File: config.mk
export PLATFORM = sky130hd
export DESIGN_NAME = i2c_master_transfer_sequencer
export DESIGN_NICKNAME = d
export VERILOG_FILES = /design/src/rtl/i2cs_pkg.sv /design/src/rtl/i2c_master_transfer_sequencer.sv /design/src/rtl/i2cs_ram.sv /design/src/rtl/i2cs_decode.sv
export VERILOG_INCLUDE_DIRS = /design/src /design/src/rtl
export SDC_FILE = /design/constraint.sdc
export NUM_CORES = 1
export LEC_CHECK = 0
export BUFFER_PORTS_ARGS = -buffer_cell sky130_fd_sc_hd__buf_2
export CORE_MARGIN = 4
export CORE_UTILIZATION = 55
export CTS_CLUSTER_SIZE = 25
export DETAILED_ROUTE_END_ITERATION = 10
export GPL_TIMING_DRIVEN = 0
export PLACE_DENSITY = 0.77
export SLEW_MARGIN = 20
export SYNTH_ARGS = -nofsm -noshare
export SYNTH_HDL_FRONTEND = slang
export SYNTH_SLANG_ARGS = --single-unit
File: constraint.sdc
create_clock -name clk_i -period 6.1 [get_ports clk_i]
set_input_delay 1.525 -clock clk_i [delete_from_list [all_inputs] [get_ports clk_i]]
set_output_delay 1.525 -clock clk_i [all_outputs]
set_load 0.01 [all_outputs]
File: src/rtl/i2c_master_transfer_sequencer_macros.svh
// ----------------------------------------------------------------------------
// I2C transfer sequencer assertion macros
// Concurrent checks clocked on clk_i and held off while rst_ni is low.
// ----------------------------------------------------------------------------
`ifndef I2C_MASTER_TRANSFER_SEQUENCER_MACROS_SVH
`define I2C_MASTER_TRANSFER_SEQUENCER_MACROS_SVH

// Consequent holds in the same cycle as the antecedent.
`define I2CS_ASSERT_SAME(label, ante, cons, msg) \
  label: assert property (@(posedge clk_i) disable iff (!rst_ni) (ante) |-> (cons)) \
    else $error(msg);

// Consequent holds in the cycle after the antecedent.
`define I2CS_ASSERT_NEXT(label, ante, cons, msg) \
  label: assert property (@(posedge clk_i) disable iff (!rst_ni) (ante) |=> (cons)) \
    else $error(msg);

`endif

File: src/rtl/i2cs_pkg.sv
// ----------------------------------------------------------------------------
// I2C transfer sequencer package
// Types, codes and constants shared by the sequencer modules.
// ----------------------------------------------------------------------------
package i2cs_pkg;

  localparam int TxDepthDefault     = 32;
  localparam int MaxRxLengthDefault = 255;

  localparam int CmdW      = 3;
  localparam int InDataW   = 32;
  localparam int OutDataW  = 40;
  localparam int CfgIndexW = 2;
  localparam int CfgDataW  = 8;
  localparam int TxLenW    = 6;
  // span of the 8-bit transmit offset (tx_length minus remaining, modulo 256)
  localparam int TxIdxSpan = 256;

  localparam logic [7:0] ReadBitMask  = 8'h01;
  localparam logic [7:0] NearEndCount = 8'd3;
  localparam logic [7:0] LastCount    = 8'd1;

  typedef enum logic [1:0] {
    PhIdle = 2'd0,
    PhTx   = 2'd1,
    PhRx   = 2'd2,
    PhErr  = 2'd3
  } phase_e;

  typedef enum logic [CmdW-1:0] {
    CmdStartWr = 3'd0,
    CmdStartRd = 3'd1,
    CmdLoad    = 3'd2,
    CmdStatus  = 3'd3,
    CmdBusErr  = 3'd4
  } cmd_e;

  typedef enum logic [CfgIndexW-1:0] {
    CfgTargetAddr = 2'd0,
    CfgTxLength   = 2'd1,
    CfgRxLength   = 2'd2,
    CfgRestart    = 2'd3
  } cfg_reg_e;

  typedef struct packed {
    logic [7:0]        target_address;
    logic [TxLenW-1:0] tx_length;
    logic [7:0]        rx_length;
    logic              restart_enable;
  } cfg_t;

  typedef struct packed {
    logic       start_sent;
    logic       address_sent;
    logic       byte_finished;
    logic       tx_empty;
    logic       rx_not_empty;
    logic [3:0] error_flags;
    logic [7:0] rx_data;
    logic [4:0] load_index;
    logic [7:0] load_data;
  } item_t;

  typedef struct packed {
    phase_e     phase;
    logic [7:0] remaining;
    logic       irq_on;
  } state_t;

  typedef struct packed {
    logic       start_accepted;
    logic       write_valid;
    logic [7:0] write_byte;
    logic       store_valid;
    logic [7:0] store_index;
    logic [7:0] store_byte;
    logic       request_stop;
    logic       ack_set;
    logic       ack_clear;
    logic       pos_clear;
    logic       events_enabled;
    logic [1:0] phase_out;
  } result_t;

endpackage

File: src/rtl/i2c_master_transfer_sequencer.sv
// ----------------------------------------------------------------------------
// I2C master transfer sequencer
// Event-driven transfer control: starts, transmit loads, bus events, errors.
// ----------------------------------------------------------------------------
//  channel   direction  handshake                accepted when
//  s_axis    in         s_axis_tvalid/tready     both high at clk_i edge
//  m_axis    out        m_axis_tvalid/tready     both high at clk_i edge
//  cfg       in         cfg_valid_i/cfg_ready_o  both high (ready always high)
//
// One item per cycle sustained while results are taken; an item passes the
// input register, decode and result register. The transmit store is a RAM
// whose read address follows the next state, so its registered data is ready
// when the next item is decoded; a load to that same entry is forwarded.
// Reset clears phase, count, event enable, config and both stage valids.
// A stalled result holds the result register; the input register still takes
// one more item, then tready drops.
// ----------------------------------------------------------------------------
`include "i2c_master_transfer_sequencer_macros.svh"

module i2c_master_transfer_sequencer #(
  parameter int TX_DEPTH      = i2cs_pkg::TxDepthDefault,
  parameter int MAX_RX_LENGTH = i2cs_pkg::MaxRxLengthDefault
) (
  input  logic                           clk_i,
  input  logic                           rst_ni,
  // command(3)
  input  logic [i2cs_pkg::CmdW-1:0]      s_axis_tuser,
  // start_sent, address_sent, byte_finished, tx_empty, rx_not_empty,
  // error_flags(4), rx_data(8), load_index(5), load_data(8), zero pad(2)
  input  logic [i2cs_pkg::InDataW-1:0]   s_axis_tdata,
  input  logic                           s_axis_tvalid,
  output logic                           s_axis_tready,
  // start_accepted, write_valid, write_byte(8), store_valid, store_index(8),
  // store_byte(8), request_stop, ack_set, ack_clear, pos_clear,
  // events_enabled, phase_out(2), zero pad(6)
  output logic [i2cs_pkg::OutDataW-1:0]  m_axis_tdata,
  output logic                           m_axis_tvalid,
  input  logic                           m_axis_tready,
  input  logic                           cfg_valid_i,
  output logic                           cfg_ready_o,
  input  logic [i2cs_pkg::CfgIndexW-1:0] cfg_index_i,
  input  logic [i2cs_pkg::CfgDataW-1:0]  cfg_data_i
);
  import i2cs_pkg::*;

  localparam int TxAddrW = (TX_DEPTH > 1) ? $clog2(TX_DEPTH) : 1;

  cfg_t        cfg_q, cfg_d;
  logic        cfg_we;

  logic        in_valid_q;
  logic [2:0]  in_cmd_q;
  item_t       in_item_q, in_item;
  logic        in_take, advance;

  phase_e      phase_q;
  logic [7:0]  rem_q;
  logic        irq_q;
  state_t      state_cur, state_d;
  result_t     result;

  logic        out_valid_q;
  result_t     out_res_q;

  logic [TxAddrW-1:0] idx_tab [TxIdxSpan];
  logic [7:0]         rd_off;
  logic [7:0]         rem_nx;
  logic [TxAddrW-1:0] rd_addr, wr_addr;
  logic               tx_we, fwd_hit_q;
  logic [7:0]         fwd_data_q, ram_rdata, tx_byte;

  logic               in_xfer, start_open, out_start;

  // Offset-to-entry map, offset modulo the store depth
  for (genvar g = 0; g < TxIdxSpan; g++) begin : g_idx_tab
    assign idx_tab[g] = TxAddrW'(g % TX_DEPTH);
  end

  // Configuration registers
  assign cfg_ready_o = 1'b1;
  assign cfg_we      = cfg_valid_i && cfg_ready_o;

  always_comb begin
    cfg_d = cfg_q;
    if (cfg_we) begin
      unique case (cfg_index_i)
        CfgTargetAddr: cfg_d.target_address = cfg_data_i;
        CfgTxLength:   cfg_d.tx_length      = cfg_data_i[TxLenW-1:0];
        CfgRxLength:   cfg_d.rx_length      = cfg_data_i;
        CfgRestart:    cfg_d.restart_enable = cfg_data_i[0];
        default:       cfg_d = cfg_q;
      endcase
    end
  end

  always_ff @(posedge clk_i or negedge rst_ni) begin
    if (!rst_ni) begin
      cfg_q <= '0;
    end else begin
      cfg_q <= cfg_d;
    end
  end

  // Input register
  assign advance       = in_valid_q && (!out_valid_q || m_axis_tready);
  assign s_axis_tready = !in_valid_q || advance;
  assign in_take       = s_axis_tvalid && s_axis_tready;

  assign in_item.start_sent    = s_axis_tdata[0];
  assign in_item.address_sent  = s_axis_tdata[1];
  assign in_item.byte_finished = s_axis_tdata[2];
  assign in_item.tx_empty      = s_axis_tdata[3];
  assign in_item.rx_not_empty  = s_axis_tdata[4];
  assign in_item.error_flags   = s_axis_tdata[8:5];
  assign in_item.rx_data       = s_axis_tdata[16:9];
  assign in_item.load_index    = s_axis_tdata[21:17];
  assign in_item.load_data     = s_axis_tdata[29:22];

  always_ff @(posedge clk_i or negedge rst_ni) begin
    if (!rst_ni) begin
      in_valid_q <= 1'b0;
    end else if (in_take) begin
      in_valid_q <= 1'b1;
    end else if (advance) begin
      in_valid_q <= 1'b0;
    end
  end

  always_ff @(posedge clk_i) begin
    if (in_take) begin
      in_cmd_q  <= s_axis_tuser;
      in_item_q <= in_item;
    end
  end

  // Decode
  assign state_cur.phase     = phase_q;
  assign state_cur.remaining = rem_q;
  assign state_cur.irq_on    = irq_q;

  i2cs_decode #(
    .MAX_RX_LENGTH(MAX_RX_LENGTH)
  ) u_decode (
    .cfg_i    (cfg_q),
    .state_i  (state_cur),
    .cmd_i    (in_cmd_q),
    .item_i   (in_item_q),
    .tx_byte_i(tx_byte),
    .state_d_o(state_d),
    .result_o (result)
  );

  always_ff @(posedge clk_i or negedge rst_ni) begin
    if (!rst_ni) begin
      phase_q <= PhIdle;
      rem_q   <= '0;
      irq_q   <= 1'b0;
    end else if (advance) begin
      phase_q <= state_d.phase;
      rem_q   <= state_d.remaining;
      irq_q   <= state_d.irq_on;
    end
  end

  // Transmit store: read the entry the next item would fetch
  assign tx_we   = advance && (in_cmd_q == CmdLoad);
  assign wr_addr = idx_tab[{3'b000, in_item_q.load_index}];
  assign rem_nx  = advance ? state_d.remaining : rem_q;
  assign rd_off  = {2'b00, cfg_d.tx_length} - rem_nx;
  assign rd_addr = idx_tab[rd_off];

  i2cs_ram #(
    .Width(8),
    .Depth(TX_DEPTH)
  ) u_tx_ram (
    .clk_i  (clk_i),
    .we_i   (tx_we),
    .waddr_i(wr_addr),
    .wdata_i(in_item_q.load_data),
    .raddr_i(rd_addr),
    .rdata_o(ram_rdata)
  );

  always_ff @(posedge clk_i or negedge rst_ni) begin
    if (!rst_ni) begin
      fwd_hit_q <= 1'b0;
    end else begin
      fwd_hit_q <= tx_we && (wr_addr == rd_addr);
    end
  end

  always_ff @(posedge clk_i) begin
    if (tx_we) begin
      fwd_data_q <= in_item_q.load_data;
    end
  end

  assign tx_byte = fwd_hit_q ? fwd_data_q : ram_rdata;

  // Result register
  always_ff @(posedge clk_i or negedge rst_ni) begin
    if (!rst_ni) begin
      out_valid_q <= 1'b0;
    end else if (advance) begin
      out_valid_q <= 1'b1;
    end else if (m_axis_tready) begin
      out_valid_q <= 1'b0;
    end
  end

  always_ff @(posedge clk_i) begin
    if (advance) begin
      out_res_q <= result;
    end
  end

  assign m_axis_tvalid = out_valid_q;
  assign m_axis_tdata  = {6'b0,
                          out_res_q.phase_out,
                          out_res_q.events_enabled,
                          out_res_q.pos_clear,
                          out_res_q.ack_clear,
                          out_res_q.ack_set,
                          out_res_q.request_stop,
                          out_res_q.store_byte,
                          out_res_q.store_index,
                          out_res_q.store_valid,
                          out_res_q.write_byte,
                          out_res_q.write_valid,
                          out_res_q.start_accepted};

  // Checks
  assign in_xfer    = (phase_q == PhTx) || (phase_q == PhRx);
  assign start_open = advance && (in_cmd_q == CmdStartWr || in_cmd_q == CmdStartRd) &&
                      (phase_q == PhIdle);
  assign out_start  = out_valid_q && out_res_q.start_accepted;

  `I2CS_ASSERT_SAME(a_irq_only_active, irq_q, in_xfer, "events enabled outside a transfer")
  `I2CS_ASSERT_NEXT(a_start_opens, start_open, irq_q && in_xfer, "start did not open a transfer")
  `I2CS_ASSERT_SAME(a_accept_enables, out_start, out_res_q.events_enabled, "start, events off")

endmodule

File: src/rtl/i2cs_ram.sv
// ----------------------------------------------------------------------------
// I2C transfer sequencer RAM
// Generic single-write, single-read RAM with registered read data.
// ----------------------------------------------------------------------------
module i2cs_ram #(
  parameter int Width = 8,
  parameter int Depth = 32,
  parameter int AddrW = (Depth > 1) ? $clog2(Depth) : 1
) (
  input  logic             clk_i,
  input  logic             we_i,
  input  logic [AddrW-1:0] waddr_i,
  input  logic [Width-1:0] wdata_i,
  input  logic [AddrW-1:0] raddr_i,
  output logic [Width-1:0] rdata_o
);

  logic [Width-1:0] mem_q [Depth];
  logic [Width-1:0] rdata_q;

  always_ff @(posedge clk_i) begin
    if (we_i) begin
      mem_q[waddr_i] <= wdata_i;
    end
    rdata_q <= mem_q[raddr_i];
  end

  assign rdata_o = rdata_q;

endmodule

File: src/rtl/i2cs_decode.sv
// ----------------------------------------------------------------------------
// I2C transfer sequencer decode
// Serves one item against the current state: next state and result fields.
// ----------------------------------------------------------------------------
module i2cs_decode #(
  parameter int MAX_RX_LENGTH = i2cs_pkg::MaxRxLengthDefault
) (
  input  i2cs_pkg::cfg_t    cfg_i,
  input  i2cs_pkg::state_t  state_i,
  input  logic [2:0]        cmd_i,
  input  i2cs_pkg::item_t   item_i,
  input  logic [7:0]        tx_byte_i,
  output i2cs_pkg::state_t  state_d_o,
  output i2cs_pkg::result_t result_o
);
  import i2cs_pkg::*;

  localparam logic [7:0] RxCap = (MAX_RX_LENGTH > 255) ? 8'd255 : 8'(MAX_RX_LENGTH);

  logic [7:0] rem, rem_dec, rx_start, tx_rem_new, rx_rem_new;
  logic       tx_take, rx_take, in_tx, in_rx, rx_single;
  state_t     st_d;

  assign rem        = state_i.remaining;
  assign rem_dec    = rem - 8'd1;
  assign in_tx      = (state_i.phase == PhTx);
  assign in_rx      = (state_i.phase == PhRx);
  assign rx_single  = (cfg_i.rx_length == 8'd1);
  assign rx_start   = (cfg_i.rx_length > RxCap) ? RxCap : cfg_i.rx_length;
  assign tx_take    = (rem != 8'd0);
  assign tx_rem_new = tx_take ? rem_dec : rem;
  assign rx_take    = (rem != NearEndCount) && (rem != 8'd0);
  assign rx_rem_new = rx_take ? rem_dec : rem;

  // Next state
  always_comb begin
    st_d = state_i;
    unique case (cmd_i)
      CmdStartWr, CmdStartRd: begin
        if (state_i.phase == PhIdle) begin
          st_d.irq_on = 1'b1;
          if (cmd_i == CmdStartWr) begin
            st_d.phase     = PhTx;
            st_d.remaining = {2'b00, cfg_i.tx_length};
          end else begin
            st_d.phase     = PhRx;
            st_d.remaining = rx_start;
          end
        end
      end
      CmdStatus: begin
        if (state_i.irq_on) begin
          priority if (item_i.start_sent || item_i.address_sent) begin
            st_d = state_i;
          end else if (item_i.byte_finished) begin
            if (in_tx && item_i.tx_empty) begin
              st_d.remaining = tx_rem_new;
              if (tx_rem_new == 8'd0) begin
                st_d.irq_on = 1'b0;
                st_d.phase  = PhIdle;
              end
            end else if (in_rx && rem == NearEndCount) begin
              st_d.remaining = rem_dec;
            end
          end else if (item_i.tx_empty) begin
            if (in_tx) begin
              st_d.remaining = tx_rem_new;
            end
          end else if (item_i.rx_not_empty) begin
            if (in_rx) begin
              st_d.remaining = rx_rem_new;
              if (rx_rem_new == 8'd0) begin
                st_d.irq_on = 1'b0;
                st_d.phase  = PhIdle;
              end
            end
          end else begin
            st_d = state_i;
          end
        end
      end
      CmdBusErr: begin
        st_d.irq_on = 1'b0;
        priority if (item_i.error_flags[0]) begin
          st_d.phase = PhErr;
        end else if (item_i.error_flags[1]) begin
          st_d.phase = PhIdle;
        end else if (|item_i.error_flags[3:2]) begin
          st_d.phase = PhErr;
        end else begin
          st_d.phase = state_i.phase;
        end
      end
      default: begin
        st_d = state_i;
      end
    endcase
  end

  assign state_d_o = st_d;

  // Result fields
  always_comb begin
    result_o = '0;
    unique case (cmd_i)
      CmdStartWr, CmdStartRd: begin
        result_o.start_accepted = (state_i.phase == PhIdle);
      end
      CmdStatus: begin
        if (state_i.irq_on) begin
          priority if (item_i.start_sent) begin
            if (in_tx) begin
              result_o.write_valid = 1'b1;
              result_o.write_byte  = cfg_i.target_address;
            end else if (in_rx) begin
              result_o.write_valid = 1'b1;
              result_o.write_byte  = cfg_i.target_address | ReadBitMask;
              result_o.ack_clear   = rx_single;
            end
          end else if (item_i.address_sent) begin
            if (in_rx) begin
              result_o.request_stop = rx_single;
              result_o.ack_set      = !rx_single;
            end
          end else if (item_i.byte_finished) begin
            if (in_tx && item_i.tx_empty) begin
              if (tx_take) begin
                result_o.write_valid = 1'b1;
                result_o.write_byte  = tx_byte_i;
              end
              result_o.request_stop = (tx_rem_new == 8'd0) && !cfg_i.restart_enable;
            end else if (in_rx && rem == NearEndCount) begin
              result_o.ack_clear   = 1'b1;
              result_o.store_valid = 1'b1;
              result_o.store_index = cfg_i.rx_length - rem;
              result_o.store_byte  = item_i.rx_data;
            end
          end else if (item_i.tx_empty) begin
            if (in_tx && tx_take) begin
              result_o.write_valid = 1'b1;
              result_o.write_byte  = tx_byte_i;
            end
          end else if (item_i.rx_not_empty) begin
            if (in_rx) begin
              if (rx_take) begin
                result_o.store_valid = 1'b1;
                result_o.store_index = cfg_i.rx_length - rem;
                result_o.store_byte  = item_i.rx_data;
                result_o.ack_clear   = (rx_rem_new == LastCount);
              end
              if (rx_rem_new == 8'd0) begin
                result_o.request_stop = (cfg_i.rx_length > 8'd1);
                result_o.pos_clear    = 1'b1;
              end
            end
          end else begin
            result_o.write_valid = 1'b0;
          end
        end
      end
      CmdBusErr: begin
        result_o.request_stop = !item_i.error_flags[0] && item_i.error_flags[1];
      end
      default: begin
        result_o.start_accepted = 1'b0;
      end
    endcase
    result_o.events_enabled = st_d.irq_on;
    result_o.phase_out      = st_d.phase;
  end

endmodule

# Word level (Yosys, flattened, before mapping)
# Memory sizes are Yosys's and may differ from the RTL's. A register that Yosys moved wholly into a read port is not among the register bits.
# Cells that the tools add are included.
# Widths: inputs -> output; s select.
[totals]
mem_bits_ro = 2560
reg_bits = 112
ramBits = 256
wordCells = 185
output_inout_bits = 43
memories = 3
input_bits = 50
[memory_table]
columns = ["name", "depth", "width", "read_ports", "rd_clocked_by_memory_dff", "wr", "line", "rtl"]
rows = [
  ["(no name shown)", 256, 5, 1, 0, 0, "i2c_master_transfer_sequencer.sv:170", "assign rd_addr = idx_tab[rd_off];"],
  ["(no name shown)", 256, 5, 1, 0, 0, "i2c_master_transfer_sequencer.sv:167", "assign wr_addr = idx_tab[{3'b000, in_item_q.load_index}];"],
  ["u_tx_ram.mem_q", 32, 8, 1, 1, 1, "i2cs_ram.sv:18", "logic [Width-1:0] mem_q [Depth];"],
]
[classes]
reduce_logical = 35
n_eq_ne = 14
muxes = 86
order_cmp = 4
addsub = 3
bitwise = 7
[ops]
columns = ["cell", "count"]
rows = [
  ["$mux 9", 10],
  ["$mux 8", 11],
  ["$mux 11", 6],
  ["$mux 18", 3],
  ["$mux 17", 3],
  ["$mux 27", 1],
  ["$mux 1", 26],
  ["$mux 2", 13],
  ["$mux 26", 1],
  ["$mux 5", 4],
  ["$ge 9x9->1 const B", 2],
  ["$eq 8x1->1 const B", 2],
  ["$logic_not 8->1", 2],
  ["$pmux 8 s2", 1],
  ["$mux 15", 1],
  ["$logic_and 1x1->1", 10],
  ["$mux 10", 1],
  ["$not 5->9", 1],
  ["$not 8->9", 1],
  ["$eq 8x2->1 const B", 1],
  ["$gt 8x1->1 const B", 1],
  ["$gt 8x8->1 const B", 1],
  ["$ne 8x2->1 const B", 1],
  ["$reduce_and 2->1", 4],
  ["other kinds (25)", 42],
]

# Logic depth before layout (Yosys ltp)
[depth]
word_depth = 20
mapped_depth = 18
ltp_nobuf = 17

# Modules after synthesis
# From an unflattened synthesis, not the netlist that was laid out.
[hier_totals]
hier_cells = 926
hier_area_um2 = 16001.6
[by_module_without_submodules]
columns = ["module", "cells_each", "instances", "seq_area_each_um2", "area_each_um2"]
rows = [
  ["i2cs_ram", 417, 1, 7847.5, 10053.4],
  ["i2c_master_transfer_sequencer", 210, 1, 3178.0, 4088.9],
  ["i2cs_decode", 299, 1, 0.0, 1859.3],
]

# Worst setup path after synthesis
# OpenSTA, ideal clock, no wires.
[synth_path]
kind = "input port to flip-flop"
startpoint = "input port m_axis_tready"
endpoint = "register u_tx_ram.rdata_q[7] (netlist: u_tx_ram.rdata_o[7]), read port of u_tx_ram.mem_q"
stages = 12
n_path_buf = 2
setup_ps = 121
arrival_ps = 5529
required_time_ps = 5979
setup_slack_ps = 450
path_cell_list = "nand2b_1 -> nand2_1 -> clkinv_1 -> a32oi_1 -> o41a_1 -> inv_1 -> fa_1 -> clkbuf_1 -> buf_1 -> mux4_2 -> mux4_1 -> mux2_2"
[synth_between]
elab_chain_len = 8
[synth_lines]
columns = ["item", "line", "rtl"]
rows = [
  ["from (decl)", "i2c_master_transfer_sequencer.sv:38", "input logic m_axis_tready,"],
  ["$logic_or 1x1->1", "i2c_master_transfer_sequencer.sv:105", "assign advance = in_valid_q && (!out_valid_q || m_axis_tready);"],
  ["$logic_and 1x1->1", "i2c_master_transfer_sequencer.sv:105", ""],
  ["net advance", "i2c_master_transfer_sequencer.sv:54", "logic in_take, advance;"],
  ["$mux 8", "n/a", ""],
  ["net rem_nx[1]", "i2c_master_transfer_sequencer.sv:67", "logic [7:0] rem_nx;"],
  ["$sub 6x8->8", "i2c_master_transfer_sequencer.sv:169", "assign rd_off = {2'b00, cfg_d.tx_length} - rem_nx;"],
  ["$not 8->9 (not written as such)", "i2c_master_transfer_sequencer.sv:170", ""],
  ["$mem_v2 256x5", "n/a", ""],
  ["$mux 5 (not written as such) (2 in series)", "i2c_master_transfer_sequencer.sv:170", ""],
  ["to (decl)", "i2cs_ram.sv:19", "logic [Width-1:0] rdata_q;"],
]
# The timed path passes the listed nets, and every way through them passes these cells. The select of a mux whose other input is x is not followed.
# A chain may end at the register's enable or synchronous reset.

# Worst setup path in the final report
[layout_path]
startpoint = "input port m_axis_tready"
endpoint = "register u_tx_ram.rdata_q[2] (netlist: u_tx_ram.rdata_o[2]), read port of u_tx_ram.mem_q"
# Same word-level chain as after synthesis.

==> metrics.md <==
| Metric | Value |
|---|---|
| Status | `complete, no violations` |
| WL final | `37290 um` |
| Clock-pin slew on the worst setup and hold paths | `60 ps` |
| Core Region | `29010 um^2` |
| Share of cells above drive strength 1 | `21.08%` |
| P_sw | `0.002252 W` |
| Die X | `180.2 um` |
| VDD IR-drop max | `322.5 uV` |
| Synth Flop Type | `edfxtp_1` |
| Via Count | `9390` |
| Post-CTS Hold Buffers | `0` |
| Rows | `62` |
| Final net count | `1172` |
| DR pass1 iterations | `5` |
| Commonest non-fill, non-tap cell in the layout | `edfxtp_1` |
| WL per Instance | `24.63 um` |
| Sequential share of power | `40.7%` |
| Root Driver | `clkbuf_16` |
| Switching share of power | `30.32%` |
| P_leak | `6.588 nW` |
| Hold Fails Final Rpt | `0` |
| Reg2reg start | `rem_q[0]$_DFF_PN0_` |
| Dpl hpwl | `24750 um` |
| Die span in y | `180.2 um` |
| ANT nets after route | `0` |
| Reg2reg end | `u_tx_ram.rdata_o[2]$_DFF_P_` |
| Vias per inst | `6.202` |
| XOR/XNOR share of the synthesized area | `1.274%` |
| Synth warn | `0` |
| Initial antenna violation count | `1` |
| Largest net degree at the start of global routing | `43` |
| Mux contribution to synthesized area | `15.51%` |
| Comb power frac | `30.4%` |
| Final WS setup | `190.2 ps` |
| R2R setup slack | `220 ps` |
| Setup-failing EPs final | `0` |
| First-pass GRT wire length | `56550 um` |
| WP data required | `6510 ps` |
| Most used cell, CP | `mux4_1` |
| Post-CTS Setup Inserts | `0` |
| I/O pin total | `93` |
| Worst Path Class, Setup | `in -> reg` |
| DP Cell Count | `1440` |
| Sequential fraction of the synthesis area | `67.61%` |
| CTS tree | `built` |
| Worst EP arrival | `6320 ps` |
| Distinct cells, synth | `76` |
| Hold Path Depth | `1` |
| Setup Skew | `22.72 ps` |
| Worst-case reg-to-reg path depth | `17` |
| Slew headroom | `28.19%` |
| Worst Path Max Fanout | `42` |
| Synth Cell Area | `16310 um^2` |
| Synth Register Bits | `376` |
| Initial Utilization | `56.21%` |
| Critical path's largest stage delay | `600 ps` |
| Complex-gate fraction of the synthesized area | `5.195%` |
| Full die area | `32470 um^2` |
| Largest family of logic cells by synthesized area | `multiplexers` |
| Ratio of final minimum period to clock period | `96.88%` |
| Slowest-stage cell, CP | `buf_1` |
| Clock sinks | `376` |
| Worst-margin pin slew | `1077 ps` |
| Crit end category | `register` |
| Total CTS buffers | `39` |
| Hold path startpoint | `cfg_q[16]$_DFFE_PN0P_` |
| EDFF count, synth | `331` |
| Clock share of power | `28.9%` |
| Syn avg cell area | `16.88 um^2` |
| Cells after synthesis | `966` |
| Slew Limit Fails | `0` |
| Final hold slack | `507.0 ps` |
| Area post-placement | `17280 um^2` |
| Final setup TNS | `0 ps` |
| PD cells | `400.8 nW/um^2` |
| RSZ-0062 raised after global routing | `false` |
| Maximum clock rate | `169.2 MHz` |
| Drt drc | `0` |
| Minimum clock period | `5910 ps` |
| GRT Total Usage | `22.63%` |
| P_int | `0.005175 W` |
| Worst setup SP type | `primary input` |
| HP Class | `reg -> reg` |
| Area share of fa/ha/maj cells after synthesis | `1.550%` |
| Non-Filler Instances | `1514` |
| Async SR Flop Fraction | `9.840%` |
| Worst slack at placement | `-633.6 ps` |
| Port bufs | `83` |
| Maximum buffer depth of the clock tree | `3` |
| Hold Path End | `cfg_q[16]$_DFFE_PN0P_` |
| Iteration-0 DRC Markers | `1053` |
| Simple-Gate Fraction of Synth Area | `6.614%` |
| Cell area after layout | `18530 um^2` |
| Max-cap violation count | `0` |
| H-tree Lvls | `2` |
| Clock latency on the worst-skew pair | `530 ps` |
| Vias in the first global route | `9237` |
| Area Overhead vs Synth | `13.66%` |
| RePlAce Congestion | `0.9669` |
| CP cell instances | `buf_2 > nand2b_1 > nand2_1 > clkinv_4 > a32oi_1 > o41a_1 > inv_1 > fa_1 > clkbuf_1 > buf_1 > mux4_1 > mux4_1 > mux2_2` |
| Gr ovfl total | `0` |
| Highest-count cells in the layout ignoring fill and taps | `edfxtp_1, nor2_1, buf_2, mux4_1, clkbuf_16` |
## power by group through the flow
stage / Clock (W) / Sequential (W) / Combinational (W)
after floorplan: 0 / 0.00305 / 0.00156
after global placement: 0 / 0.00308 / 0.00217
after detailed placement: 0 / 0.00309 / 0.00219
after CTS: 0.00217 / 0.00304 / 0.00222
after global routing: 0.00230 / 0.00303 / 0.00241
final: 0.00215 / 0.00302 / 0.00226
## through the flow
stage	utilization, %	total power, W
after global routing	63.88	0.007742
after global placement	59.36	0.005246
final	63.88	0.007428
after floorplan	-	0.004614
after detailed placement	59.57	0.005276
after CTS	63.52	0.007429
## cell families (layout without fill, tap and decap cells)
group	after synthesis	count (layout)
fa+ha+maj	19	19
simple gates	218	218
mux	127	127
xor+xnor	20	20
buf+inv	78	236
flops	376	376
compound gates	126	126
other cells	2	8
## final cells by class
cell class | instances | area (um^2)
flip-flops and latches | 376 | 11030
fillers | 2021 | 10480
multi-input cells | 517 | 4960
clock buffers | 52 | 1045
repair buffers | 91 | 553.0
well taps | 384 | 480.5
plain buffers | 52 | 270.3
inverters | 26 | 102.6
clock inverters | 15 | 95.09
diodes | 1 | 2.502
## cell usage after synthesis, drive strengths merged (6+ instances only)
| master | number | area share (%) |
|---|---|---|
| a21o | 9 | 0.41 |
| edfxtp | 331 | 61 |
| nand2 | 36 | 0.84 |
| nor2b | 7 | 0.27 |
| o21ai | 30 | 0.92 |
| nor2 | 88 | 2.0 |
| a22oi | 8 | 0.37 |
| nor4 | 6 | 0.23 |
| dfrtp | 37 | 5.7 |
| clkbuf | 31 | 0.84 |
| mux4 | 80 | 12 |
| a21oi | 30 | 0.99 |
| or3 | 8 | 0.32 |
| mux2 | 37 | 2.6 |
| nand3b | 8 | 0.37 |
| nor3 | 11 | 0.34 |
| and3 | 17 | 0.65 |
| xnor2 | 16 | 0.86 |
| dfxtp | 8 | 0.98 |
| ha | 17 | 1.3 |
| buf | 21 | 0.77 |
| a32oi | 6 | 0.32 |
| mux2i | 10 | 0.61 |
| inv | 25 | 0.58 |
| nand3 | 9 | 0.28 |
## worst max-delay path, delay by kind of cell
kind | cells | cell delay [ps]
buf+inv | 5 | 1660
mux | 3 | 1340
compound gates | 2 | 730
fa+ha+maj | 1 | 550
simple gates | 2 | 480
## sequential cells by signal, summed over array words and instances, names as in the netlist, named ones only
| name | flops |
|---|---|
| u_tx_ram.mem_q | 256 |
| m_axis_tdata | 34 |
| in_item_q | 30 |
| cfg_q | 22 |
| fwd_data_q | 8 |
| u_tx_ram.rdata_o | 8 |
| rem_q | 5 |
| in_cmd_q | 3 |
| phase_q | 2 |
| fwd_hit_q | 1 |
| in_valid_q | 1 |
| irq_q | 1 |
| m_axis_tvalid | 1 |
## routing by layer
layer | GRT usage [%] | vias up | wire length [um]
met3 | 4.461 | 81 | 2918
met4 | 7.381 | 0 | 1080
met2 | 35.84 | 430 | 18130
met1 | 32.22 | 4743 | 15160
met5 | 0 | - | 0
li1 | - | 4136 | -
## worst max path at each step
stage	from	end	slack [ps]
2_1_floorplan	m_axis_tready	u_tx_ram.rdata_o[7]$_DFF_P_	450
3_3_place_gp	m_axis_tready	u_tx_ram.rdata_o[2]$_DFF_P_	-1490
3_5_place_dp	m_axis_tready	u_tx_ram.rdata_o[2]$_DFF_P_	-630
4_1_cts	rem_q[0]$_DFF_PN0_	u_tx_ram.rdata_o[3]$_DFF_P_	150
5_1_grt	m_axis_tready	u_tx_ram.rdata_o[7]$_DFF_P_	40
6_report	m_axis_tready	u_tx_ram.rdata_o[2]$_DFF_P_	190
## timing repair
| action | 4_1_cts | 5_1_grt |
|---|---|---|
| gates cloned | 0 | 0 |
| endpoints found under the setup margin | 8 | 8 |
| gates resized for setup | 3 | 10 |
No activity file was read; power rests on OpenSTA's default activity.
